$ cat src/rtl/core/svpm_pipe_ctrl.sv
// ============================================================================
// svpm_pipe_ctrl
// Valid bits and per-stage load enables; a stage moves when the output is
// ready or any stage from it up to the output is empty.
// ============================================================================
`default_nettype none

module svpm_pipe_ctrl #(
    parameter int STAGES = 17
) (
    input  wire logic              clk,
    input  wire logic              rst_n,
    input  wire logic              in_valid,
    output logic                   in_ready,
    output logic                   out_valid,
    input  wire logic              out_ready,
    output logic [STAGES-1:0]      en
);

    logic [STAGES-1:0] valid_reg;
    logic [STAGES-1:0] valid_next;

    always_comb
    begin
        logic all_full;
        for (int k = 0; k < STAGES; k++)
        begin
            all_full = 1'b1;
            for (int j = k; j < STAGES; j++)
            begin
                all_full = all_full & valid_reg[j];
            end
            en[k] = out_ready | ~all_full;
        end
    end

    always_comb
    begin
        valid_next[0] = en[0] ? in_valid : valid_reg[0];
        for (int k = 1; k < STAGES; k++)
        begin
            valid_next[k] = en[k] ? valid_reg[k-1] : valid_reg[k];
        end
    end

    always_ff @(posedge clk or negedge rst_n)
    begin
        if (!rst_n)
        begin
            valid_reg <= '0;
        end
        else
        begin
            valid_reg <= valid_next;
        end
    end

    assign in_ready  = en[0];
    assign out_valid = valid_reg[STAGES-1];

endmodule

`default_nettype wire

$ cat config.mk
export PLATFORM = sky130hd
export DESIGN_NAME = svpm_pipe_ctrl
export DESIGN_NICKNAME = d
export VERILOG_FILES = /design/src/rtl/core/svpm_pipe_ctrl.sv
export SDC_FILE = /design/constraint.sdc
export NUM_CORES = 1
export LEC_CHECK = 0
export ABC_AREA = 1
export BUFFER_PORTS_ARGS = -buffer_cell sky130_fd_sc_hd__buf_2
export CAP_MARGIN = 20
export CELL_PAD_IN_SITES_DETAIL_PLACEMENT = 1
export CELL_PAD_IN_SITES_GLOBAL_PLACEMENT = 2
export CORE_MARGIN = 1.5
export CORE_UTILIZATION = 30
export CTS_CLUSTER_DIAMETER = 40
export DETAILED_ROUTE_END_ITERATION = 8
export GPL_TIMING_DRIVEN = 1
export PLACE_DENSITY_LB_ADDON = 0.1
export SLEW_MARGIN = 25
export SYNTH_ARGS = -nofsm -noshare
export SYNTH_HDL_FRONTEND = slang
export SYNTH_SLANG_ARGS = --single-unit
$ cat constraint.sdc
create_clock -name clk -period 4.3 [get_ports clk]
set_input_delay 0.86 -clock clk [delete_from_list [all_inputs] [get_ports clk]]
set_output_delay 0.86 -clock clk [all_outputs]
set_load 0.01 [all_outputs]
; Word level (Yosys, flattened, before mapping)
; Index checks and enable logic that the tools add are counted.
[totals]
output_inout_bits = 19
in_bits = 4
word_cells = 187
register_bits = 17
[classes]
n_bitwise = 170
[op_table]
columns = op, n
row1 = $and A1 B1 Y1, 136
row2 = $not A1 Y1, 17
row3 = $or A1 B1 Y1, 17

; Longest topological paths before layout
[depth]
depth_word = 18
ltp_mapped = 7
ltp_nobuf = 7

; Least setup slack after synthesis
; Ideal clock, no wire load.
[synth_path]
path_kind = input -> output
from = in out_ready
to = out en[0]
path_stages = 7
path_slack_ps = 1600
n_path_buf = 1
arrival_ps = 1840
required_time_ps = 3440
path_cell_list = inv_1 > nand4_4 > nor2_4 > nand4_4 > nor2_4 > nand4_2 > buf_4
[synth_between]
elab_chain_len = 1
[synth_rtl]
columns = element, line
row1 = start: declaration, 16  ; input wire logic out_ready,
row2 = $or A1 B1 Y1, 33  ; en[k] = out_ready | ~all_full;
row3 = end: declaration, 17  ; output logic [STAGES-1:0] en
; Every way passes these cells.

; Final worst setup path
[layout_path]
from = in out_ready
to = out in_ready
[layout_between]
elab_chain_len = 1
[layout_rtl]
columns = element, line
row1 = $or A1 B1 Y1, 33
row2 = end: declaration, 14  ; output logic in_ready,
; Every way passes these cells.

==> impl_results.md <==
- Register area share after synthesis: 0.5822
- Area of the mapped netlist: about 730 um^2
- Placer congestion estimate: 0.6330
- DP HPWL: 1.096 mm
- Drt wl/cell: 10.63 um
- Status: finished clean
- Tcrit/Tclk final: 0.6411
- Skew final: 0.004950 ns
- Critical Path Fanout Max: 5
- Total gr overflow: 0
- Core area: 2255 um^2
- GRT Util Overall: 0.1194
- H-Tree Depth: 1
- Nets: ~110
- Share of post-route cells with drive strength above 1: 0.3564
- Remaining DRCs: 0
- Cells after Synth: 76
- Area Overhead vs Synth: 22.60%
- Final TNS setup: 0 ns
- Clock-pin slew on the worst setup and hold paths: about 0.10 ns
- Pwr Density: 474.0 nW/um^2
- Fmax: roughly 0.36 GHz
- P_leak: 0.4799 nW
- Initial Utilization: 0.3241
- Net switching fraction of the power: 0.3571
- Yosys warns: 0
- Worst path required time: 3.44 ns
- CTS Hold Bufs: 0
- Area share of the largest cell type after synthesis: 0.5822
- Register area: about 430 um^2
- Synthesized flop and latch total: 17
- Fin crit period: 2.757 ns
- Slew Limit Fails: 0
- Antenna-violating nets left: 0
- Count of final hold-check violations: 0
- Reg power frac: 0.486
- Mapped Nets: 80
- Drt total wl: 1.371 mm
- Post-synthesis average cell area: 9.614 um^2
- First-pass GRT wire length: around 2.3 mm
- VDD IR-drop max: 0.0001620 V
- Die height: roughly 52 um
- Initial antenna violation count: 0
- Distinct cells, synth: 12
- Worst Hold Class: in -> async
- CTS tree: built
- # fillers: 299
- Clock power share: 0.199
- DR vias/cell: 4.217
- Synth area leaders: dfrtp_1, nand2_1, inv_1
- Worst hold slack: approximately 0.48 ns
- Internal Dissipation: 0.2730 mW
- Slew @ Worst Pin: 0.3861 ns
- Die X: 52.35 um
- CTS Root Cell: clkbuf_4
- N_diodes: 0
- Largest register FFs: 17
- Gate power share: 0.315
- CTS sink count: 17
- DR vias: 544
- Switching power: 0.1516 mW
- Area of the multi-input gates: 226.5 um^2
- Starting DRC count in detailed routing: 0
- RSZ-0062 raised after global routing: no
- Setup Buffers After CTS: 0
- Post-synth top area cell: dfrtp_1
- Crit Path Class: in -> out
- Max Cap Viol: 0
- Pin count of the biggest net entering global routing: 18
- PortBufs: 22
- Setup violators final: 0
- Num rows: 17
- CTS max path bufs: 2
- CP Capture Type: output pin
- Post_cts resized: 0
- Slew HR: 0.7426
- DR pass1 iterations: 1
- Worst-Skew Late Latency: between 0.2 and 0.3 ns
- Die footprint: 2741 um^2
- Vias in the first global route: 525
- Post-layout util: 0.3973
- Num CTS Buffers: 3
- CP arrival: 1.90 ns
- Top-Level Pins: 23
- Overall power: 0.4246 mW
- Critical Path Start Type: primary input
-- power groups by stage --
stage          logic [mW]  clock network (mW)  registers (mW)
4_1_cts             0.138              0.0918           0.207
3_3_place_gp        0.137                   0           0.210
2_1_floorplan      0.0915                   0           0.205
5_1_grt             0.154              0.0982           0.211
6_report            0.134              0.0845           0.206
3_5_place_dp        0.137                   0           0.210
-- synth_stat cells, drive strengths merged --
master and number:
buf 1, dfrtp 17, inv 19, nand2 22, nand3 3, nand4 4
nor2 6, or2 4
-- cell type report --
cell class              count  area share
flip-flops and latches     17      0.4749
repair buffers             22      0.1229
multi-input cells          39      0.2528
well taps                  28     0.03911
clock inverters             1    0.005587
clock buffers               3     0.02514
inverters                  19     0.07961
-- critical path, stage by stage --
cell and delay (ns):
buf_2 0.09, inv_1 0.12, nand4_4 0.12, nor2_4 0.16, nand4_4 0.12, nor2_4 0.16, nand4_2 0.11, buf_2 0.16
-- cells in the final DEF (no fill, tap or decap) --
cell type / n
buf_2: 22
clkbuf_4: 3
clkinv_2: 1
dfrtp_1: 17
inv_1: 19
nand2_1: 22
nand3_1: 2
nand3_2: 1
nand4_1: 1
nand4_2: 1
nand4_4: 2
nor2_1: 4
nor2_4: 2
or2_2: 4
-- layer usage --
layer  up-vias  wire length (um)  global-route usage
met5         -                 0                   0
met4         0                11             0.07692
met3         2                69             0.02571
met2        14               662              0.1771
met1       258               628              0.1558
li1        270                 -                   -
-- worst paths after layout --
path	from	endpoint	slack (ns)	depth (start not counted)
worst max-delay path	out_ready	in_ready	1.54	8
worst min-delay path	rst_n	valid_reg[4]$_DFFE_PN0P_	0.48	1
worst max register to register	valid_reg[16]$_DFFE_PN0P_	valid_reg[0]$_DFFE_PN0P_	3.02	6
worst min register to register	valid_reg[5]$_DFFE_PN0P_	valid_reg[6]$_DFFE_PN0P_	0.48	2
max in group asynchronous	rst_n	valid_reg[12]$_DFFE_PN0P_	3.55	1
min in group clk	valid_reg[5]$_DFFE_PN0P_	valid_reg[6]$_DFFE_PN0P_	0.48	2
-- cell families (layout without fill, tap and decap cells) --
logic type / Yosys count / count (layout) / share of synthesized area
flip-flops: 17 / 17 / 0.5822
AND/OR/NAND/NOR: 39 / 39 / 0.3099
buffers and inverters: 20 / 45 / 0.1079
-- per-stage QoR --
stage	setup slack, ns	cells	instance area (um^2)
6_report	1.543	129	895.9
5_1_grt	1.445	129	895.9
4_1_cts	1.525	129	895.9
3_5_place_dp	1.523	125	868.3
3_3_place_gp	1.579	125	868.3
2_1_floorplan	1.600	76	730.7
No activity file was read; power rests on OpenSTA's default activity.
