<file path="src/rtl/core/svpm_pkg.sv">
// ============================================================================
// svpm_pkg
// Shared types and constants of the scan voltage to position map.
// ============================================================================
`default_nettype none

package svpm_pkg;

    localparam int VOLT_W     = 16;
    localparam int TRIG_W     = 16;
    localparam int COEF_W     = 32;
    localparam int POS_W      = 32;
    localparam int RAD_W      = 16;
    localparam int SQ_W       = 32;
    localparam int PROD_W     = 32;
    localparam int ROT_W      = 33;
    localparam int ROT_BITS   = 15;
    localparam int LO_W       = 24;
    localparam int CLAMP_SHIFT = 40;
    localparam int CLAMP_W    = 42;
    localparam int ROOT_STAGES = 4;
    localparam int ROOT_STEPS  = 4;

    localparam int CFG_IDX_W  = 3;
    localparam int CFG_DATA_W = 32;

    localparam logic [CFG_IDX_W-1:0] REG_COEF_A   = 3'd0;
    localparam logic [CFG_IDX_W-1:0] REG_COEF_B   = 3'd1;
    localparam logic [CFG_IDX_W-1:0] REG_COEF_C   = 3'd2;
    localparam logic [CFG_IDX_W-1:0] REG_COEF_D   = 3'd3;
    localparam logic [CFG_IDX_W-1:0] REG_COS_RHO  = 3'd4;
    localparam logic [CFG_IDX_W-1:0] REG_SIN_RHO  = 3'd5;
    localparam logic [CFG_IDX_W-1:0] REG_OFFSET_X = 3'd6;
    localparam logic [CFG_IDX_W-1:0] REG_OFFSET_Y = 3'd7;

    localparam logic signed [TRIG_W-1:0] COS_RHO_RESET = 16'sd32767;

    typedef struct packed {
        logic signed [COEF_W-1:0] coef_a;
        logic signed [COEF_W-1:0] coef_b;
        logic signed [COEF_W-1:0] coef_c;
        logic signed [COEF_W-1:0] coef_d;
        logic signed [TRIG_W-1:0] cos_rho;
        logic signed [TRIG_W-1:0] sin_rho;
        logic signed [POS_W-1:0]  offset_x;
        logic signed [POS_W-1:0]  offset_y;
    } cfg_t;

endpackage

`default_nettype wire

</file>
<file path="src/rtl/core/svpm_horner_step.sv">
// ============================================================================
// svpm_horner_step
// One step of the radial polynomial: acc * R, floored by the fraction bits,
// plus the next coefficient. Two stages: split products, then sum and add.
// ============================================================================
`default_nettype none

module svpm_horner_step #(
    parameter int ACC_W     = 50,
    parameter int FRAC_BITS = 15
) (
    input  wire logic                                clk,
    input  wire logic [1:0]                          en,
    input  wire logic signed [ACC_W-1:0]             acc_in,
    input  wire logic        [svpm_pkg::RAD_W-1:0]   radius_in,
    input  wire logic signed [svpm_pkg::COEF_W-1:0]  coef,
    output logic      signed [ACC_W-1:0]             acc_out,
    output logic             [svpm_pkg::RAD_W-1:0]   radius_out
);

    localparam int HI_W = ACC_W - svpm_pkg::LO_W + svpm_pkg::RAD_W + 1;
    localparam int LP_W = svpm_pkg::LO_W + svpm_pkg::RAD_W;
    localparam int P_W  = ACC_W + svpm_pkg::RAD_W + 1;

    logic        [LP_W-1:0]            lo_prod_reg;
    logic signed [HI_W-1:0]            hi_prod_reg;
    logic        [svpm_pkg::RAD_W-1:0] rad_a_reg;
    logic signed [ACC_W-1:0]           acc_reg;
    logic        [svpm_pkg::RAD_W-1:0] rad_b_reg;

    logic signed [P_W-1:0]             p_sum;
    logic signed [P_W-1:0]             p_shift;
    logic signed [ACC_W-1:0]           acc_next;

    always_ff @(posedge clk)
    begin
        if (en[0])
        begin
            lo_prod_reg <= acc_in[svpm_pkg::LO_W-1:0] * radius_in;
            hi_prod_reg <= $signed(acc_in[ACC_W-1:svpm_pkg::LO_W]) * $signed({1'b0, radius_in});
            rad_a_reg   <= radius_in;
        end
    end

    always_comb
    begin
        p_sum    = (P_W'(hi_prod_reg) <<< svpm_pkg::LO_W)
                 + $signed({{(P_W - LP_W){1'b0}}, lo_prod_reg});
        p_shift  = p_sum >>> FRAC_BITS;
        acc_next = ACC_W'(p_shift) + ACC_W'(coef);
    end

    always_ff @(posedge clk)
    begin
        if (en[1])
        begin
            acc_reg   <= acc_next;
            rad_b_reg <= rad_a_reg;
        end
    end

    assign acc_out    = acc_reg;
    assign radius_out = rad_b_reg;

endmodule

`default_nettype wire

</file>
<file path="config.mk">
export PLATFORM = sky130hd
export DESIGN_NAME = svpm_horner_step
export DESIGN_NICKNAME = d
export VERILOG_FILES = /design/src/rtl/core/svpm_pkg.sv /design/src/rtl/core/svpm_horner_step.sv
export SDC_FILE = /design/constraint.sdc
export NUM_CORES = 2
export LEC_CHECK = 0
export BUFFER_PORTS_ARGS = -buffer_cell sky130_fd_sc_hd__buf_2
export CAP_MARGIN = 25
export CORE_MARGIN = 2
export CORE_UTILIZATION = 40
export CTS_CLUSTER_DIAMETER = 60
export DETAILED_ROUTE_END_ITERATION = 8
export PLACE_DENSITY = 0.58
export SETUP_SLACK_MARGIN = 0.05
export SYNTH_ARGS = -nofsm -noshare
export SYNTH_HDL_FRONTEND = slang
export SYNTH_SLANG_ARGS = --single-unit
</file>
<file path="constraint.sdc">
create_clock -name clk -period 14.3 [get_ports clk]
set_clock_uncertainty 0.15 [all_clocks]
set_input_delay 2.145 -clock clk [delete_from_list [all_inputs] [get_ports clk]]
set_output_delay 2.145 -clock clk [all_outputs]
set_load 0.005 [all_outputs]
</file>
======== After elaboration in Yosys (flattened, before gate mapping) ========
Index checks and enable logic that the tools add are counted.
word-level totals
  register bits ........................... 163
  memories ................................ 0
  bits of input ports ..................... 101
  latch bits .............................. 0
  bits in read-only memories .............. 0
  RAM bits ................................ 0
  output and inout bits ................... 66
  logic and storage cells ................. 9
cells by class
  bitwise operators ....................... 0
  reductions and logical operators ........ 0
  eq/ne operators ......................... 0
  mux-type cells .......................... 0
  $lt $le $gt $ge ......................... 0
  add/subtract/negate cells ............... 2
  divide/modulo/power cells ............... 0
  shifts and indexed selects .............. 0
  multiply operators ...................... 2
operators with widths
  cell            number
  $add 65x41->65  1
  $add 50x32->50  1
  $mul 26x17->41  1
  $mul 24x16->40  1

======== Longest topological paths before layout ========
  depth in word-level cells ............... 2
  depth in mapped cells ................... 26
  depth with buffers taken out ............ 25

======== Worst setup path after synthesis ========
Ideal clock, no wire load.
  path kind ............................... input to register
  from .................................... in radius_in[1] (netlist bit)
  to ...................................... reg lo_prod_reg[38] (data pin)
  stages .................................. 26
  buffers on the path ..................... 2
  setup time .............................. 0.258 ns
  slack ................................... 5.737 ns
  arrival time ............................ 8.155 ns
  required time ........................... 13.892 ns
  path through ............................ clkbuf_1 > clkbuf_1 > nand2_1 > fa_1 > inv_1 > fa_1 > inv_1 > fa_1 > inv_1 > fa_1 > fa_1 > inv_1 > fa_1 > inv_1 > ha_1 > o21a_1 > o2111ai_1 > nor3b_1 > a211oi_2 > a21oi_2 > and2_1 > o41a_1 > a41oi_2 > nand2b_1 > a211oi_2 > nor2_1
on the way
  longest elaborated chain between the ends .. 1
RTL lines
  element               line                    RTL
  from (decl)           svpm_horner_step.sv:15  input wire logic [svpm_pkg::RAD_W-1:0] radius_in,
  $mul 24x16->40        svpm_horner_step.sv:39  lo_prod_reg <= acc_in[svpm_pkg::LO_W-1:0] * radius_in;
  to (signal assigned)  svpm_horner_step.sv:39
  to (decl)             svpm_horner_step.sv:25  logic [LP_W-1:0] lo_prod_reg;
Every way passes these cells.
A chain may end at the register's enable or synchronous reset.

======== Final worst setup path ========
  from .................................... in radius_in[2] (netlist bit)
  to ...................................... reg hi_prod_reg[40] (data pin)
on the way
  longest elaborated chain between the ends .. 1
RTL lines
  element               line                    RTL
  $mul 26x17->41        svpm_horner_step.sv:40  hi_prod_reg <= $signed(acc_in[ACC_W-1:svpm_pkg::LO_W]) * $signed({1'b0, radius_in});
  to (signal assigned)  svpm_horner_step.sv:40
  to (decl)             svpm_horner_step.sv:26  logic signed [HI_W-1:0] hi_prod_reg;
Every way passes these cells.

==> impl_results.md <==
* Clock H-tree levels at 4
* Largest net degree at the start of global routing at 61
* Wirelength per Cell at 17.92 microns
* Final period utilization at 0.6183
* Post-synthesis average cell area at 9.278 sq um
* # setup viols final at 0
* WS Path Type: in -> reg
* Area Growth Syn to Fin at 6.985%
* Mapped Cells at 3730
* Remaining global-route overflow at 0
* Sequential share of the synthesized area at 0.1284
* Hold endpoint: radius_out[8]
* Worst EP required at 14380 ps
* First-pass GRT wire length at 143.9 mm
* RSZ-0062 raised after global routing: no
* Antenna-violating nets left at 0
* Area leader, netlist: fa_1
* Crit-path max FO at 51
* All-layer global routing usage at 0.2086
* Syn nets at 4805
* Min Tclk post-route at 8842 ps
* Synth Flop Type: edfxtp_1
* N_diodes at 0
* Seq cells post-synth at 148
* Slew HR at 0.3827
* Synth Cell Area at 34610 sq um
* Fin. Hold Viols at 0
* RR Endpoint: acc_out[43]
* CTS tree: yes
* Worst-skew pair later-pin latency at 510 ps
* Die Span X at 298.1 microns
* Ratio of cells with drive above 1 in the final layout at 0.06294
* Min-delay src: rad_a_reg[8]
* Filler cells at 8545
* Crit path launch type: primary input
* Max Cap Viol at 0
* Worst-margin pin slew at 926.0 ps
* Final-stage net count at 4859
* # hold bufs at CTS at 0
* # IOs at 167
* Routability congestion estimate at 0.8547
* Clock transition at path regs at 70 ps
* Root Driver: clkbuf_16
* Initial DRC Count at 1236
* Worst min path class: reg -> reg
* Fin cells at 4941
* Die area at 88880 sq um
* WHS at 271.9 ps
* Fin. max-slew vios at 0
* Ys async rst share at 0
* DR vias at 24440
* Ys Warns at 0
* Crit path capture type: register
* R2R Path Start: lo_prod_reg[25]
* Clock Sinks at 148
* Vias in the first global route at 26190
* Post-synth top area share at 0.4049
* R2R Setup Slk at 8340 ps
* Post-CTS Resized at 0
* Sum of negative setup slack at 0 ps
* Most common cell after layout, fill and taps aside: inv_1
* Drt pass-1 iters at 5
* EDFF count, synth at 148
* DRC viols at 0
* Vias per inst at 4.946
* Clk buf depth at 2
* Std-Cell Core Area at 85410 sq um
* IO Port Bufs at 166
* Most frequent cells in the layout: 872 x inv_1, 700 x fa_1, 536 x nand2_1, 330 x and2_1, 274 x ha_1
* Die H at 298.1 microns
* Cell total after placement at 4909
* Final wirelength at 88.54 mm
* Post-DP HPWL at 69.51 mm
* Library cells used by synthesis at 73
* Synth top area cells: fa_1 40%, edfxtp_1 13%, ha_1 9.9%
* Run status: finished, final reports clean
* Post-CTS setup buffer count at 0
* Core Rows at 107
* Initial antenna violation count at 8
* Max FFs per register at 50
* Fmax achieved at 113.1 MHz
* Initial Util at 0.4052
* R2R depth at 24
* WHS Path Cells at 0
* Worst Path Arrival at 8920 ps
* Num CTS Buffers at 17
-- how the worst max path moves through the flow --
stage	from	endpoint	slack (ps)
after global placement	radius_in[2]	hi_prod_reg[40]	4950
after detailed placement	radius_in[2]	hi_prod_reg[40]	4900
after global routing	radius_in[2]	hi_prod_reg[40]	5020
final	radius_in[2]	hi_prod_reg[40]	5460
after floorplan	radius_in[1]	lo_prod_reg[38]	5740
after CTS	radius_in[2]	hi_prod_reg[40]	5430
-- synth_stat cells (all sizes together), types with 20 or more instances --
cell / number
and2: 330
a21oi: 101
a21o: 77
xnor2: 110
inv: 872
ha: 274
o21a: 22
xor2: 34
nand2: 536
o21ai: 54
edfxtp: 148
nor2: 88
clkbuf: 147
nand3: 35
nor2b: 20
fa: 700
-- routing by layer --
| metal | vias up | global-route usage | routed length (microns) |
|---|---|---|---|
| li1 | 11350 | - | - |
| met4 | 10 | 0.05085 | 1499 |
| met2 | 642 | 0.3312 | 39930 |
| met5 | - | 0 | 69 |
| met3 | 100 | 0.05396 | 6581 |
| met1 | 12340 | 0.2849 | 40460 |
-- kinds of logic after synthesis --
family / share of synthesized area
simple gates: 0.1521
buf+inv: 0.1109
fa+ha+maj: 0.5040
compound gates: 0.06783
flops: 0.1284
xor+xnor: 0.03645
mux: 0.0002893
-- critical path, cell delays in order --
cell	delay (ps)
buf_2	70
buf_4	520
nand2_1	200
inv_1	170
fa_1	470
fa_1	550
inv_1	50
fa_1	490
inv_1	50
fa_1	490
fa_1	490
inv_1	50
fa_1	510
inv_1	50
ha_1	340
nand4_1	140
or2_2	310
nor2_1	210
nand3_1	110
a211oi_1	530
o41ai_2	160
o22ai_1	280
nand4_1	130
o211ai_1	100
a21oi_1	100
xnor2_1	130
-- metrics by stage --
step	utilization	area (sq um)	setup WS, ps
3_5_place_dp	0.4267	36450	4895
3_3_place_gp	0.4267	36450	4950
2_1_floorplan	-	34610	5737
4_1_cts	0.4335	37020	5434
6_report	0.4335	37020	5458
5_1_grt	0.4335	37020	5016
-- area by class of cell --
type | count | area, sq um | area share
multi-input cells | 2560 | 26320 | 0.7110
flip-flops and latches | 148 | 4444 | 0.1200
repair buffers | 185 | 978.4 | 0.02643
clock buffers | 18 | 429.2 | 0.01159
inverters | 872 | 3273 | 0.08841
well taps | 1144 | 1431 | 0.03866
clock inverters | 14 | 143.9 | 0.003886
Power is not shown: default switching activity piles up to over one toggle a cycle in this logic, so the estimate is an artifact.
