`src/rtl/core/svpm_pkg.sv`:
```
// ============================================================================
// svpm_pkg
// Shared types and constants of the scan voltage to position map.
// ============================================================================
`default_nettype none

package svpm_pkg;

    localparam int VOLT_W     = 16;
    localparam int TRIG_W     = 16;
    localparam int COEF_W     = 32;
    localparam int POS_W      = 32;
    localparam int RAD_W      = 16;
    localparam int SQ_W       = 32;
    localparam int PROD_W     = 32;
    localparam int ROT_W      = 33;
    localparam int ROT_BITS   = 15;
    localparam int LO_W       = 24;
    localparam int CLAMP_SHIFT = 40;
    localparam int CLAMP_W    = 42;
    localparam int ROOT_STAGES = 4;
    localparam int ROOT_STEPS  = 4;

    localparam int CFG_IDX_W  = 3;
    localparam int CFG_DATA_W = 32;

    localparam logic [CFG_IDX_W-1:0] REG_COEF_A   = 3'd0;
    localparam logic [CFG_IDX_W-1:0] REG_COEF_B   = 3'd1;
    localparam logic [CFG_IDX_W-1:0] REG_COEF_C   = 3'd2;
    localparam logic [CFG_IDX_W-1:0] REG_COEF_D   = 3'd3;
    localparam logic [CFG_IDX_W-1:0] REG_COS_RHO  = 3'd4;
    localparam logic [CFG_IDX_W-1:0] REG_SIN_RHO  = 3'd5;
    localparam logic [CFG_IDX_W-1:0] REG_OFFSET_X = 3'd6;
    localparam logic [CFG_IDX_W-1:0] REG_OFFSET_Y = 3'd7;

    localparam logic signed [TRIG_W-1:0] COS_RHO_RESET = 16'sd32767;

    typedef struct packed {
        logic signed [COEF_W-1:0] coef_a;
        logic signed [COEF_W-1:0] coef_b;
        logic signed [COEF_W-1:0] coef_c;
        logic signed [COEF_W-1:0] coef_d;
        logic signed [TRIG_W-1:0] cos_rho;
        logic signed [TRIG_W-1:0] sin_rho;
        logic signed [POS_W-1:0]  offset_x;
        logic signed [POS_W-1:0]  offset_y;
    } cfg_t;

endpackage

`default_nettype wire

```
`src/rtl/core/svpm_scale_out.sv`:
```
// ============================================================================
// svpm_scale_out
// Scales one rotated coordinate by the radial factor, floors, clamps the wide
// result, adds the translation and saturates to a 32-bit position.
// ============================================================================
`default_nettype none

module svpm_scale_out #(
    parameter int ACC_W     = 50,
    parameter int FRAC_BITS = 15
) (
    input  wire logic                                clk,
    input  wire logic [4:0]                          en,
    input  wire logic signed [ACC_W-1:0]             acc_in,
    input  wire logic signed [svpm_pkg::ROT_W-1:0]   rot_in,
    input  wire logic signed [svpm_pkg::POS_W-1:0]   offset,
    output logic      signed [svpm_pkg::POS_W-1:0]   pos,
    output logic                                     clip
);

    localparam int RL_W  = 16;
    localparam int RH_W  = svpm_pkg::ROT_W - RL_W;
    localparam int AH_W  = ACC_W - svpm_pkg::LO_W;
    localparam int LL_W  = svpm_pkg::LO_W + RL_W;
    localparam int LH_W  = svpm_pkg::LO_W + 1 + RH_W;
    localparam int HL_W  = AH_W + RL_W + 1;
    localparam int HH_W  = AH_W + RH_W;
    localparam int SA_W  = HL_W + RL_W + 1;
    localparam int SB_W  = LH_W + RL_W + 1;
    localparam int PR_W  = ACC_W + svpm_pkg::ROT_W + 1;
    localparam int SHIFT = FRAC_BITS + svpm_pkg::ROT_BITS;
    localparam int CW    = svpm_pkg::CLAMP_W;

    localparam logic signed [PR_W-1:0] LIM_WIDE = PR_W'(1) <<< svpm_pkg::CLAMP_SHIFT;
    localparam logic signed [CW-1:0]   LIM_NARROW = CW'(LIM_WIDE);
    localparam logic signed [CW-1:0]   POS_MAX = CW'(32'sh7fff_ffff);
    localparam logic signed [CW-1:0]   POS_MIN = CW'($signed(32'h8000_0000));

    logic        [LL_W-1:0]  p_ll_reg;
    logic signed [LH_W-1:0]  p_lh_reg;
    logic signed [HL_W-1:0]  p_hl_reg;
    logic signed [HH_W-1:0]  p_hh_reg;
    logic signed [SA_W-1:0]  s_a_reg;
    logic signed [SB_W-1:0]  s_b_reg;
    logic signed [PR_W-1:0]  prod_reg;
    logic signed [CW-1:0]    sum_reg;
    logic signed [svpm_pkg::POS_W-1:0] pos_reg;
    logic                    clip_reg;

    logic        [svpm_pkg::LO_W-1:0] a_lo;
    logic signed [AH_W-1:0]           a_hi;
    logic        [RL_W-1:0]           r_lo;
    logic signed [RH_W-1:0]           r_hi;
    logic signed [PR_W-1:0]           q_full;
    logic signed [CW-1:0]             q_clamp;

    assign a_lo = acc_in[svpm_pkg::LO_W-1:0];
    assign a_hi = acc_in[ACC_W-1:svpm_pkg::LO_W];
    assign r_lo = rot_in[RL_W-1:0];
    assign r_hi = rot_in[svpm_pkg::ROT_W-1:RL_W];

    always_ff @(posedge clk)
    begin
        if (en[0])
        begin
            p_ll_reg <= a_lo * r_lo;
            p_lh_reg <= $signed({1'b0, a_lo}) * r_hi;
            p_hl_reg <= a_hi * $signed({1'b0, r_lo});
            p_hh_reg <= a_hi * r_hi;
        end
    end

    always_ff @(posedge clk)
    begin
        if (en[1])
        begin
            s_a_reg <= (SA_W'(p_hh_reg) <<< RL_W) + SA_W'(p_hl_reg);
            s_b_reg <= (SB_W'(p_lh_reg) <<< RL_W) + $signed({{(SB_W - LL_W){1'b0}}, p_ll_reg});
        end
    end

    always_ff @(posedge clk)
    begin
        if (en[2])
        begin
            prod_reg <= (PR_W'(s_a_reg) <<< svpm_pkg::LO_W) + PR_W'(s_b_reg);
        end
    end

    always_comb
    begin
        q_full = prod_reg >>> SHIFT;
        if (q_full > LIM_WIDE)
        begin
            q_clamp = LIM_NARROW;
        end
        else if (q_full < -LIM_WIDE)
        begin
            q_clamp = -LIM_NARROW;
        end
        else
        begin
            q_clamp = CW'(q_full);
        end
    end

    always_ff @(posedge clk)
    begin
        if (en[3])
        begin
            sum_reg <= q_clamp + CW'(offset);
        end
    end

    always_ff @(posedge clk)
    begin
        if (en[4])
        begin
            if (sum_reg > POS_MAX)
            begin
                pos_reg  <= POS_MAX[svpm_pkg::POS_W-1:0];
                clip_reg <= 1'b1;
            end
            else if (sum_reg < POS_MIN)
            begin
                pos_reg  <= POS_MIN[svpm_pkg::POS_W-1:0];
                clip_reg <= 1'b1;
            end
            else
            begin
                pos_reg  <= sum_reg[svpm_pkg::POS_W-1:0];
                clip_reg <= 1'b0;
            end
        end
    end

    assign pos  = pos_reg;
    assign clip = clip_reg;

endmodule

`default_nettype wire

```
`config.mk`:
```
export PLATFORM = sky130hd
export DESIGN_NAME = svpm_scale_out
export DESIGN_NICKNAME = d
export VERILOG_FILES = /design/src/rtl/core/svpm_pkg.sv /design/src/rtl/core/svpm_scale_out.sv
export SDC_FILE = /design/constraint.sdc
export NUM_CORES = 2
export LEC_CHECK = 0
export BUFFER_PORTS_ARGS = -buffer_cell sky130_fd_sc_hd__buf_4
export CAP_MARGIN = 20
export CELL_PAD_IN_SITES_DETAIL_PLACEMENT = 1
export CELL_PAD_IN_SITES_GLOBAL_PLACEMENT = 1
export CORE_ASPECT_RATIO = 1.2
export CORE_UTILIZATION = 30
export DETAILED_ROUTE_END_ITERATION = 10
export PLACE_DENSITY_LB_ADDON = 0.1
export RECOVER_POWER = 100
export SLEW_MARGIN = 20
export SYNTH_ARGS = -nofsm -noshare
export SYNTH_HDL_FRONTEND = slang
export SYNTH_SLANG_ARGS = --single-unit
```
`constraint.sdc`:
```
create_clock -name clk -period 10.2 [get_ports clk]
set_input_delay 2.04 -clock clk [delete_from_list [all_inputs] [get_ports clk]]
set_output_delay 2.04 -clock clk [all_outputs]
set_load 0.02 [all_outputs]
```
-- Yosys cells after proc, flatten, opt, wreduce, memory -nomap -nowiden
Cells that the tools add are included.
- add/subtract/negate cells: 4
- $mul: 4
- magnitude comparators: 4
- muxes and demuxes: 4
- operator list (operator ; number):
    26-bit by 17-bit multiplier with 43-bit output ; 2
    84-bit by 59-bit adder with 84-bit output ; 1
    42-bit two-way mux ; 2
    59-bit by 43-bit adder with 60-bit output ; 1
    58-bit by 41-bit adder with 59-bit output ; 1
    54-bit by 42-bit greater-than comparator with 1-bit output, second input constant ; 1
    54-bit by 41-bit less-than comparator with 1-bit output, second input constant ; 1
    42-bit by 32-bit adder with 42-bit output ; 1
    42-bit by 32-bit greater-than comparator with 1-bit output, second input constant ; 1
    42-bit by 32-bit less-than comparator with 1-bit output, second input constant ; 1
    25-bit by 17-bit multiplier with 42-bit output ; 1
    24-bit by 16-bit multiplier with 40-bit output ; 1
    32-bit two-way mux ; 1
    1-bit two-way mux ; 1
- flip-flop bits (word level): 446
- input port bits: 121
- output and inout bits: 33

-- Longest topological paths before layout
- depth in word-level cells: 4
- depth in mapped cells: 26
- mapped depth without buffers: 25

-- Worst setup path before layout
Ideal clock, no wire load.
- path type: input -> register
- start point: input port rot_in[24] (netlist name)
- end point: register p_hh_reg[40], data pin
- setup time: 0.259 ns
- data arrival time: 8.000 ns
- slack: 1.941 ns
- stages on the path: 24
- path through: clkbuf_1 clkbuf_1 nand2_1 fa_1 inv_1 fa_1 fa_1 fa_1 fa_1 inv_1 fa_1 inv_1 ha_1 and3_1 nand2_1 nor3_2 nand2_1 or4_1 o221ai_1 nand3_1 and3_1 o41ai_2 a21oi_1 xnor2_1
- cells in the longest elaborated chain, start to end: 1
- RTL lines (item ; line ; text):
    start: declaration ; svpm_scale_out.sv:15 ; input wire logic signed [svpm_pkg::ROT_W-1:0] rot_in,
    26-bit by 17-bit multiplier with 43-bit output ; svpm_scale_out.sv:69 ; p_hh_reg <= a_hi * r_hi;
    end signal: assignment ; svpm_scale_out.sv:69 ;
    end: declaration ; svpm_scale_out.sv:42 ; logic signed [HH_W-1:0] p_hh_reg;
No other way between the ends.
A chain may end at the register's enable or synchronous reset.

-- Final worst setup path
- start point: input port rot_in[18] (netlist name)
- end point: register p_hh_reg[41], data pin
Same word-level chain as after synthesis.

==> results.tsv <==
metric	value	unit
status	finished, violations left	
violations	max-capacitance violations, max-slew violations	
clockRootBuffer	clkbuf_16	
post-cts-setup-buffers	0	
synthCells	7897	
slew_headroom	-1.37	
nets	10052	
largest_register_ff_count	60	
max_freq	107	MHz
overflow	0	
cp.arrival	9.75	ns
whs	0.421	ns
setup_ws	0.839	ns
setup_viol	0	
synthArstFlopShare	0	
cts_tree	built	
tns	0	ns
fin_skew	0.0350	ns
drtIter0Drc	2054	
post_drt_wl_per_cell	22.1	microns
die_h	551	microns
synth_seq_area_share	0.150	
synth_edf_count	376	
hold_class	reg -> reg	
register_area	0.0113	sq mm
routed_wl	248000	microns
clock_path_buffers	3	
crit_path_start_kind	input port	
end_kind	flip-flop	
grt_pass1_vias	60996	
drive_gt1_frac	0.0375	
dr.pass1.iters	7	
crit_type	in -> reg	
die_width	460	microns
grt_max_degree	65	
synth_nets	10114	
required	10.59	ns
vias	52621	
cts_made_buffers	47	
dp_hpwl	196000	microns
syn2layout_area_growth	7.75	%
multi_input_comb_area	0.0561	sq mm
cap_viol_max_count	11	
clkTransAtPathRegs	0.06	ns
worstMarginPinSlew	3.56	ns
row_count	201	
via_per_inst	4.69	
ctsResizeCount	0	
grt_pass1_wl	380000	microns
rsz0062_at_grt	false	
ios	154	
antenna_left	0	
fin_crit	9.36	ns
gp_congestion	0.823	
synthesis.area	0.0754	sq mm
finalCritPeriodShare	0.918	
fillers	28711	
insertion_delay	0.67	ns
initial_core_util	0.302	
holdBufCountCts	0	
slew_viol_final	433	
synth-seq-cells	376	
hold_violations	0	
dp_worst_setup_slack	0.492	ns
cp_max_fo	29	
synthDistinctLibCells	100	
h-tree-depth	2	
portBuffers	153	
synthFlopType	edfxtp_1	
grtUsageTotal	0.200	
core_area	0.250	sq mm
antenna_found_initial	25	
ys_warn_count	0	
avgSynthCellArea	9.55	sq um
die_area	0.253	sq mm
clock-sinks	376	
remaining_drc_errors	0	
[worst paths after layout]
path	endpoint	start	cells after the start	slack, ns
setup / recovery	p_hh_reg[41]	rot_in[18]	24	0.84
hold / removal	s_a_reg[2]	p_hl_reg[2]	0	0.42
setup reg to reg	sum_reg[36]	prod_reg[60]	20	2.08
hold reg to reg	s_a_reg[2]	p_hl_reg[2]	0	0.42
[worst max-delay path: stages]
cell and delay, ns:
buf_4 0.48, clkbuf_1 0.64, nand2_1 0.20, fa_1 0.55, fa_1 0.53, fa_1 0.52
inv_1 0.05, fa_1 0.50, fa_1 0.51, inv_1 0.05, fa_1 0.47, inv_1 0.04
ha_1 0.35, a211o_1 0.33, a221oi_1 0.45, o211ai_1 0.22, and2_0 0.31, a21o_1 0.25
nand4_1 0.10, nand3_1 0.12, o22a_1 0.23, a41o_1 0.29, a221oi_1 0.36, xnor2_1 0.10
[per-layer routing]
| metal | wire [microns] | vias to the layer above | GRT usage |
|---|---|---|---|
| met3 | 7060 | 223 | 0.0147 |
| met1 | 108000 | 27743 | 0.253 |
| li1 | - | 23922 | - |
| met2 | 128000 | 723 | 0.368 |
| met4 | 5270 | 10 | 0.0415 |
| met5 | 72 | - | 0 |
[cell usage in the layout (no fill, tap or decap), types with 8 or more instances in the layout]
cell type	instances
nand2_1	1031
o211ai_1	14
a211o_1	9
clkbuf_1	52
buf_4	187
o21ai_0	130
a21boi_0	10
nand4_1	44
a21oi_1	220
nand2b_1	42
a211oi_1	16
o31ai_1	17
inv_1	1728
a21o_1	178
o21bai_1	27
xnor2_1	210
nor4_1	20
o21a_1	43
nand3_1	59
clkinv_2	14
xor2_1	92
a221oi_1	11
fa_1	1472
nor3_1	47
and2_0	14
nor2b_1	71
edfxtp_1	376
a31oi_1	24
ha_1	624
clkbuf_16	47
diode_2	8
nor2_1	185
and2_1	696
and3_1	17
[metrics by stage]
stage	utilization	std cells	instance area, sq um
floorplan	-	7897	75400
finish	0.325	11227	81200
CTS	0.327	11219	81600
detailed placement	0.320	11135	80100
global placement	0.320	11135	80100
global route	0.325	11220	81200
[cells by family (layout without fill, tap and decap cells)]
group,count (synthesis),in the layout,share of synthesized area
other,0,8,0
AOI/OAI and AO/OA,778,778,0.0699
DFF,376,376,0.150
buffers and inverters,2079,2052,0.104
and+or+nand+nor,2266,2266,0.147
adders and majority gates,2096,2096,0.494
xor gates and xnor gates,302,302,0.0351
[area by class of cell]
cell class | instances | area share
multi-input cells | 5442 | 0.690
flip-flops and latches | 376 | 0.139
inverters | 1729 | 0.0799
well taps | 3349 | 0.0516
repair buffers | 239 | 0.0201
clock buffers | 50 | 0.0146
clock inverters | 34 | 0.00427
diodes | 8 | 0.000246
[cells in the mapped netlist, drive strengths merged, types with 17 or more instances]
cell,number,area (sq um)
a21o,178,1340
a21oi,225,1150
a31oi,25,178
and2,710,4440
and3,17,106
clkbuf,345,1290
edfxtp,376,11300
fa,1472,29500
ha,624,7810
inv,1729,6490
nand2,1031,3870
nand2b,42,263
nand3,59,300
nand4,44,275
nor2,186,701
nor2b,71,444
nor3,48,250
nor4,21,159
o21a,43,324
o21ai,135,698
o21bai,27,206
o31ai,18,150
xnor2,210,1840
xor2,92,806
Power is not shown: default switching activity piles up to over one toggle a cycle in this logic, so the estimate is an artifact.
