--- config.mk ---
export PLATFORM = sky130hd
export DESIGN_NAME = svpm_cfg_regs
export DESIGN_NICKNAME = d
export VERILOG_FILES = /design/src/rtl/core/svpm_pkg.sv /design/src/rtl/core/svpm_cfg_regs.sv
export SDC_FILE = /design/constraint.sdc
export NUM_CORES = 1
export LEC_CHECK = 0
export BUFFER_PORTS_ARGS = -buffer_cell sky130_fd_sc_hd__buf_4
export CORE_MARGIN = 5
export CORE_UTILIZATION = 50
export DETAILED_ROUTE_END_ITERATION = 6
export GPL_TIMING_DRIVEN = 0
export PLACE_DENSITY = 0.78
export SKIP_LAST_GASP = 1
export SLEW_MARGIN = 20
export SYNTH_ARGS = -nofsm -noshare
export SYNTH_HDL_FRONTEND = slang
export SYNTH_SLANG_ARGS = --single-unit
--- constraint.sdc ---
create_clock -name clk -period 2.2 [get_ports clk]
set_input_delay 0.33 -clock clk [delete_from_list [all_inputs] [get_ports clk]]
set_output_delay 0.33 -clock clk [all_outputs]
set_load 0.02 [all_outputs]
--- src/rtl/core/svpm_pkg.sv ---
// ============================================================================
// svpm_pkg
// Shared types and constants of the scan voltage to position map.
// ============================================================================
`default_nettype none

package svpm_pkg;

    localparam int VOLT_W     = 16;
    localparam int TRIG_W     = 16;
    localparam int COEF_W     = 32;
    localparam int POS_W      = 32;
    localparam int RAD_W      = 16;
    localparam int SQ_W       = 32;
    localparam int PROD_W     = 32;
    localparam int ROT_W      = 33;
    localparam int ROT_BITS   = 15;
    localparam int LO_W       = 24;
    localparam int CLAMP_SHIFT = 40;
    localparam int CLAMP_W    = 42;
    localparam int ROOT_STAGES = 4;
    localparam int ROOT_STEPS  = 4;

    localparam int CFG_IDX_W  = 3;
    localparam int CFG_DATA_W = 32;

    localparam logic [CFG_IDX_W-1:0] REG_COEF_A   = 3'd0;
    localparam logic [CFG_IDX_W-1:0] REG_COEF_B   = 3'd1;
    localparam logic [CFG_IDX_W-1:0] REG_COEF_C   = 3'd2;
    localparam logic [CFG_IDX_W-1:0] REG_COEF_D   = 3'd3;
    localparam logic [CFG_IDX_W-1:0] REG_COS_RHO  = 3'd4;
    localparam logic [CFG_IDX_W-1:0] REG_SIN_RHO  = 3'd5;
    localparam logic [CFG_IDX_W-1:0] REG_OFFSET_X = 3'd6;
    localparam logic [CFG_IDX_W-1:0] REG_OFFSET_Y = 3'd7;

    localparam logic signed [TRIG_W-1:0] COS_RHO_RESET = 16'sd32767;

    typedef struct packed {
        logic signed [COEF_W-1:0] coef_a;
        logic signed [COEF_W-1:0] coef_b;
        logic signed [COEF_W-1:0] coef_c;
        logic signed [COEF_W-1:0] coef_d;
        logic signed [TRIG_W-1:0] cos_rho;
        logic signed [TRIG_W-1:0] sin_rho;
        logic signed [POS_W-1:0]  offset_x;
        logic signed [POS_W-1:0]  offset_y;
    } cfg_t;

endpackage

`default_nettype wire

--- src/rtl/core/svpm_cfg_regs.sv ---
// ============================================================================
// svpm_cfg_regs
// Calibration register file, written one word at a time over the config port.
// ============================================================================
`default_nettype none

module svpm_cfg_regs (
    input  wire logic                             clk,
    input  wire logic                             rst_n,
    input  wire logic                             cfg_valid,
    output logic                                  cfg_ready,
    input  wire logic [svpm_pkg::CFG_IDX_W-1:0]   cfg_index,
    input  wire logic [svpm_pkg::CFG_DATA_W-1:0]  cfg_data,
    output svpm_pkg::cfg_t                        cfg
);

    svpm_pkg::cfg_t cfg_reg;

    assign cfg_ready = 1'b1;
    assign cfg       = cfg_reg;

    always_ff @(posedge clk or negedge rst_n)
    begin
        if (!rst_n)
        begin
            cfg_reg.coef_a   <= '0;
            cfg_reg.coef_b   <= '0;
            cfg_reg.coef_c   <= '0;
            cfg_reg.coef_d   <= '0;
            cfg_reg.cos_rho  <= svpm_pkg::COS_RHO_RESET;
            cfg_reg.sin_rho  <= '0;
            cfg_reg.offset_x <= '0;
            cfg_reg.offset_y <= '0;
        end
        else if (cfg_valid)
        begin
            case (cfg_index)
                svpm_pkg::REG_COEF_A:   cfg_reg.coef_a   <= cfg_data;
                svpm_pkg::REG_COEF_B:   cfg_reg.coef_b   <= cfg_data;
                svpm_pkg::REG_COEF_C:   cfg_reg.coef_c   <= cfg_data;
                svpm_pkg::REG_COEF_D:   cfg_reg.coef_d   <= cfg_data;
                svpm_pkg::REG_COS_RHO:  cfg_reg.cos_rho  <= cfg_data[svpm_pkg::TRIG_W-1:0];
                svpm_pkg::REG_SIN_RHO:  cfg_reg.sin_rho  <= cfg_data[svpm_pkg::TRIG_W-1:0];
                svpm_pkg::REG_OFFSET_X: cfg_reg.offset_x <= cfg_data;
                svpm_pkg::REG_OFFSET_Y: cfg_reg.offset_y <= cfg_data;
                default:
                begin
                end
            endcase
        end
    end

endmodule

`default_nettype wire

### Word-level counts from Yosys, hierarchy flattened

Index checks and enable logic that the tools add are counted.

| cells by class | value |
|---|---|
| $add $sub $neg | 0 |
| multipliers | 0 |
| divide/modulo/power cells | 0 |
| $lt $le $gt $ge | 0 |
| equality and inequality tests | 7 |
| shifts and indexed selects | 0 |
| mux-type cells | 0 |
| bitwise gates (word level) | 0 |
| reduce and logical (&&, ||, !) cells | 9 |

Operators by type and width:

| cell | count |
|---|---|
| AND reduction 2 bit | 8 |
| == test 3 bit (second input constant) | 4 |
| == test 3 x 2 -> 1 bit (second input constant) | 2 |
| == test 3 x 1 -> 1 bit (second input constant) | 1 |
| zero test 3 bit | 1 |

| word-level totals | value |
|---|---|
| bits in registers | 224 |
| latch bits | 0 |
| bits in writable memories | 0 |
| memory bits (read-only) | 0 |
| input bits | 38 |
| output and inout bits | 225 |
| memories | 0 |

### Depth between registers and ports, before layout

Gate-level depths: netlist of the first run.

| logic depth | value |
|---|---|
| word-level depth | 2 |
| gate-level depth with buffers | 5 |
| mapped depth without buffers | 2 |

### Least setup slack after synthesis of the first run

No wires, ideal clock.

| timing path | value |
|---|---|
| path type | input to register |
| from | in cfg_index[0] (netlist name) |
| to | reg cfg_reg, in the netlist cfg[197] |
| setup time | 0.125 ns |
| arrival | 1.372 ns |
| data required time | 2.075 ns |
| setup slack | 0.703 ns |
| cell stages on the path | 4 |
| path through | buf_6 > nor4b_4 > buf_6 > mux2_2 |

| between the ends | value |
|---|---|
| longest elaborated chain between the ends | 2 |

Ends and longest elaborated chain:

| element | RTL line | RTL |
|---|---|---|
| start: declaration | svpm_cfg_regs.sv:12 | `input wire logic [svpm_pkg::CFG_IDX_W-1:0] cfg_index,` |
| zero test 3 bit | svpm_cfg_regs.sv:37 | `case (cfg_index)` |
| AND reduction 2 bit (no source line) | -- |  |
| end: declaration | svpm_cfg_regs.sv:17 | `svpm_pkg::cfg_t cfg_reg;` |

No other way between the ends.
A chain may end at the register's enable or synchronous reset.

### Worst setup path in the final report of the first run

| timing path | value |
|---|---|
| from | reg cfg_reg, in the netlist cfg[80] |
| to | out cfg[80] (netlist name) |

RTL lines:

| element | RTL line | RTL |
|---|---|---|
| end: declaration | svpm_cfg_regs.sv:14 | `output svpm_pkg::cfg_t cfg` |

No word-level cell between the ends.

==> results of run 1 <==
[final cells by class]
class,count,area share
Sequential cell,224,0.488
Tap cell,220,0.0239
Multi-Input combinational cell,233,0.229
Buffer,28,0.0194
Clock inverter,7,0.00955
Timing Repair Buffer,260,0.174
Clock buffer,34,0.0561
[cell families after synthesis]
logic type,share of synthesized area
mux,0.299
other cells,0.000442
flops,0.662
simple gates,0.0118
buf+inv,0.0264
[layer usage]
metal / up-vias / wire (um) / GRT usage
met5: - / 0 / 0
met4: 0 / 322 / 0.0444
met3: 24 / 2240 / 0.0804
met2: 226 / 10700 / 0.363
met1: 2679 / 8400 / 0.276
li1: 2301 / - / -
[report_power, final]
part,switching [W],internal (W)
clock network,0.00150,0.00238
registers,0.000529,0.00508
logic,0.00207,0.00188
total,0.00410,0.00933
[how the worst max path moves through the flow]
stage                     depth (start not counted)    startpoint  slack [ps]        to
after floorplan                                   4  cfg_index[0]         700  cfg[197]
after global placement                            1         rst_n        -660  cfg[130]
after detailed placement                          4  cfg_index[0]         440  cfg[195]
after CTS                                         1       cfg[82]         680   cfg[82]
after global routing                              1       cfg[80]         670   cfg[80]
final                                             1       cfg[80]         700   cfg[80]
[per-stage QoR]
step	hold WS, ps	TNS (ps)
floorplan	34.4	0
global placement	470	-134240
detailed placement	223	0
CTS	84.4	0
global route	97.0	0
finish	101	0
[what timing repair did]
item | 4_1_cts | 5_1_grt
hold endpoints to repair | 34 | 0
buffers inserted | 0 | 0
hold buffers | 1 | 0
[cells in the final DEF, fill, tap and decap left out, types with 4 or more instances in the layout]
master and instances:
buf_4 257, mux2_2 218, dfrtp_1 209, clkbuf_16 23
dfstp_2 15, buf_6 13, buf_2 12, clkbuf_1 8
mux2_4 4, clkinv_2 4
==> impl_metrics.csv, run 1 <==
group,metric,value,unit
outcome,outcome,"complete, no violations",
cts,cts_htree_levels,1,
final_layout,drive_gt1_frac,0.715,
sta,slew-limit-headroom,0.617,
routing,first_iter_violations,142,
routing,wl_per_cell,21.5,um
min_path,hold_depth,2,
grt,antenna_found_initial,0,
cts,clk_path_buf_depth,3,
final_layout,area.growth.synth_to_final,35.7,%
sta,max_freq,666,MHz
synthesis,synth_edf_count,0,
die,fp-row-count,47,
power,power_density,1170,nW/um^2
routing,wirelength,21700,um
final_layout,multi_input_area,2640,sq um
synthesis,postSynthCellCount,485,
synthesis,synth_warnings,0,
setup_path,crit_buf_inv,1,
grt,grt_max_degree,102,
sta,worstMarginPinSlew,573,ps
setup_path,r2r_end,"cfg[145]",
cts,clk_pin_slew_worst_paths,60,ps
setup_path,rrSetupSlack,1410,ps
power,vdd_drop_max,0.000767,V
setup_path,crit-reg2reg-launch,"cfg[145]",
die,dieArea,19700,sq um
grt,overflow,0,
setup_path,rr_worst_depth,1,
cts,clock_latency,490,ps
sta,setup-violations-final,0,
synthesis,ys_seq_area_frac,0.662,
final_layout,design_area,11500,sq um
synthesis,ys_top_cells_by_count,"218 x mux2_2, 209 x dfrtp_1, 15 x dfstp_2",
placement,preCtsSetupSlack,444,ps
setup_path,crit_chain,"buf_4",
setup_path,max_stage_delay,530,ps
sta,min_period,1500,ps
routing,vias,5230,
setup_path,cp_slowest_cell,"dfstp_2",
min_path,min_to,"cfg[213]",
placement,dpl.hpwl,15600,um
power,power_leakage,5.43,nW
grt,grt_pass1_vias,5676,
final_layout,largest_reg_flops,224,
synthesis,synth.avg_cell_area,17.5,sq um
setup_path,crit_family,"flip-flops",
power,total_power,0.0134,W
die,dieWidth,140,um
final_layout,seqCellArea,5620,sq um
final_layout,final_util,0.692,
sta,fin_ws,700,ps
die,core-area,16600,sq um
placement,place_inst,964,
sta,drv_slew,0,
setup_path,critPathArrivalTime,1170,ps
min_path,min_path_type,"in2reg",
synthesis,ys_seq_elements,224,
cts,cts_root_buf,"clkbuf_16",
routing,first_pass_iters,6,
synthesis,syn-cell-area,8490,sq um
die,ios,263,
grt,grt_pass1_wl,33900,um
final_layout,nets,808,
sta,hold_viol,0,
synthesis,yosys-top-cells-area,"dfrtp_1 62%, mux2_2 29%, dfstp_2 4.6%",
min_path,min-delay-start,"cfg_data[21]",
setup_path,end_kind,"output port",
setup_path,path_max_fanout,2,
sta,fin_skew,0,ps
setup_path,critPathKind,"reg2out",
cts,cts_tree,"built",
placement,place_area,10800,sq um
routing,drc,0,
placement,io_buffer_count,257,
cts,cts.sinks,224,
die,die_h,140,um
setup_path,startpoint_type,"flip-flop",
cts,cts.repair.resized,0,
die,initial_utilization,0.510,
placement,gp_congestion,0.761,
final_layout,n_antenna_cell,0,
synthesis,ys.flop_type,"dfrtp_1",
cts,cts-buffers-inserted,23,
synthesis,synthDistinctLibCells,15,
synthesis,syn-num-nets,523,
sta,rsz0062_at_grt,"no",
routing,viasPerCell,5.20,
final_layout,fill_cells,1112,
synthesis,synthArstFlopShare,1.00,
routing,ant_nets,0,
grt,grt_usage,0.218,
sta,fin_crit_sh,0.682,
synthesis,synth.most_common_cell,"mux2_2",
setup_path,required,1870,ps
run,max-cap-violations,0,
synthesis,synth_top_cell_by_area,"dfrtp_1",
final_layout,stdcell_count,1006,
synthesis,synth_top_area_frac,0.616,
Power figures use the tool's default switching activity.
==> run 2, diff against run 1 <==
Clock period 2.2 ns to 1.4 ns, I/O delays scaled along.
==> run 2 against run 1 <==
First-iteration DRC count increased by 5.6%; non-clock buffer count increased by 17; combinational power increased by 59%; count of clock-buffer cells in the layout unchanged; die area unchanged; sequential cell count unchanged; final cell count increased by 1.7%; via count increased by 1.3%; clock skew unchanged; sequential power increased by 57%; critical path depth unchanged; largest power group unchanged.
==> impl_metrics.csv, run 2 (synthesis gave the netlist of run 1 again) <==
group,metric,value,unit
outcome,outcome,"complete, no violations",
setup_path,path_max_fanout,2,
final_layout,nets,825,
sta,max_freq,731,MHz
setup_path,crit_family,"flip-flops",
die,ios,263,
grt,antenna_found_initial,0,
final_layout,drive_gt1_frac,0.700,
setup_path,required,1190,ps
die,initial_utilization,0.510,
cts,cts_htree_levels,1,
die,dieWidth,140,um
sta,rsz0062_at_grt,"yes",
setup_path,end_kind,"output port",
power,power_leakage,5.51,nW
placement,place_area,10800,sq um
cts,cts-buffers-inserted,23,
cts,cts_tree,"built",
routing,ant_nets,0,
sta,tns,0,ps
sta,fin_skew,0,ps
placement,preCtsSetupSlack,-236,ps
cts,cts.sinks,224,
sta,hold_viol,0,
setup_path,rrSetupSlack,600,ps
placement,gp_congestion,0.761,
cts,cts_root_buf,"clkbuf_16",
cts,clock_latency,490,ps
grt,grt_pass1_vias,5769,
min_path,min-delay-start,"cfg_data[11]",
power,p_int,0.0147,W
power,vdd_drop_max,0.00118,V
routing,viasPerCell,5.18,
power,sw_frac_of_total,0.306,
grt,grt.busiest_layer,"met2",
final_layout,final_common_cell,"buf_4",
power,p_switching,0.00649,W
setup_path,critPathKind,"reg2out",
grt,overflow,0,
setup_path,rr_worst_depth,1,
final_layout,design_area,11700,sq um
setup_path,startpoint_type,"flip-flop",
power,clkPwrFrac,0.288,
min_path,min_path_type,"in2reg",
cts,clk_pin_slew_worst_paths,60,ps
die,die_h,140,um
power,power_density,1810,nW/um^2
grt,grt_util_met3,0.0791,
final_layout,largest_reg_flops,224,
setup_path,max_stage_delay,550,ps
sta,fin_ws,32.2,ps
final_layout,final_cell_mix,"245 x buf_4, 218 x mux2_2, 209 x dfrtp_1, 25 x buf_6, 23 x clkbuf_16",
setup_path,r2r_end,"cfg[73]",
sta,fin_hold_ws,24.8,ps
routing,drc,0,
setup_path,crit-reg2reg-launch,"cfg[73]",
grt,grt_usage,0.221,
routing,wl_per_cell,21.5,um
setup_path,cp_slowest_cell,"dfstp_2",
final_layout,n_antenna_cell,0,
die,dieArea,19700,sq um
sta,setup-violations-final,0,
min_path,hold_depth,2,
routing,first_iter_violations,150,
setup_path,crit_buf_inv,1,
die,fp-row-count,47,
sta,min_period,1370,ps
power,pwr-share-seq,0.416,
grt,grt_use_met1,0.278,
sta,fin_crit_sh,0.977,
grt,grt_pass1_wl,34400,um
power,pwr-share-comb,0.297,
final_layout,final_util,0.705,
setup_path,critPathLaunch,"cfg[85]",
setup_path,crit_chain,"buf_6",
sta,slew-limit-headroom,0.617,
grt,grt_max_degree,102,
final_layout,area.growth.synth_to_final,38.3,%
cts,clk_path_buf_depth,3,
die,core-area,16600,sq um
final_layout,fill_cells,1074,
sta,drv_slew,0,
routing,wirelength,22000,um
placement,dpl.hpwl,15600,um
min_path,min_to,"cfg[91]",
grt,grtUsageMet2,0.372,
run,max-cap-violations,0,
routing,first_pass_iters,4,
sta,worstMarginPinSlew,573,ps
setup_path,critPathArrivalTime,1160,ps
routing,vias,5296,
placement,io_buffer_count,257,
[run 2: cell type report]
| type | count | area (sq um) | share of cell area |
|---|---|---|---|
| multi-input cells | 233 | 2640 | 0.225 |
| repair buffers | 277 | 2220 | 0.189 |
| clock buffers | 34 | 647 | 0.0551 |
| plain buffers | 28 | 224 | 0.0191 |
| clock inverters | 7 | 110 | 0.00938 |
| flip-flops and latches | 224 | 5620 | 0.479 |
| well taps | 220 | 275 | 0.0234 |
[run 2: metal layers]
layer,wire length [um],up-vias
li1,-,2328
met1,8450,2717
met2,10900,223
met3,2270,28
met4,380,0
met5,0,-
[run 2: timing repair]
item | 4_1_cts | 5_1_grt
setup buffers | 0 | 0
setup endpoints to repair | 0 | 12
resized for setup | 0 | 12
hold buffers | 18 | 0
endpoints found under the hold margin | 141 | 0
[run 2: worst max-delay path by stage]
stage | endpoint | cells past startpoint
3_5_place_dp | cfg[195] | 4
3_3_place_gp | cfg[130] | 1
4_1_cts | cfg[82] | 1
6_report | cfg[85] | 1
2_1_floorplan | cfg[197] | 4
5_1_grt | cfg[85] | 1
[run 2: power by group through the flow]
stage / registers [W] / logic, W / clock network, W
detailed placement: 0.00890 / 0.00627 / 0
finish: 0.00883 / 0.00630 / 0.00611
CTS: 0.00882 / 0.00634 / 0.00623
global route: 0.00901 / 0.00666 / 0.00654
floorplan: 0.0106 / 0.00138 / 0
global placement: 0.00879 / 0.00612 / 0
[run 2: metrics by stage]
step | total power [W] | std cells
2_1_floorplan | 0.0119 | 485
3_3_place_gp | 0.0149 | 962
3_5_place_dp | 0.0152 | 964
4_1_cts | 0.0214 | 1023
5_1_grt | 0.0222 | 1023
6_report | 0.0212 | 1023
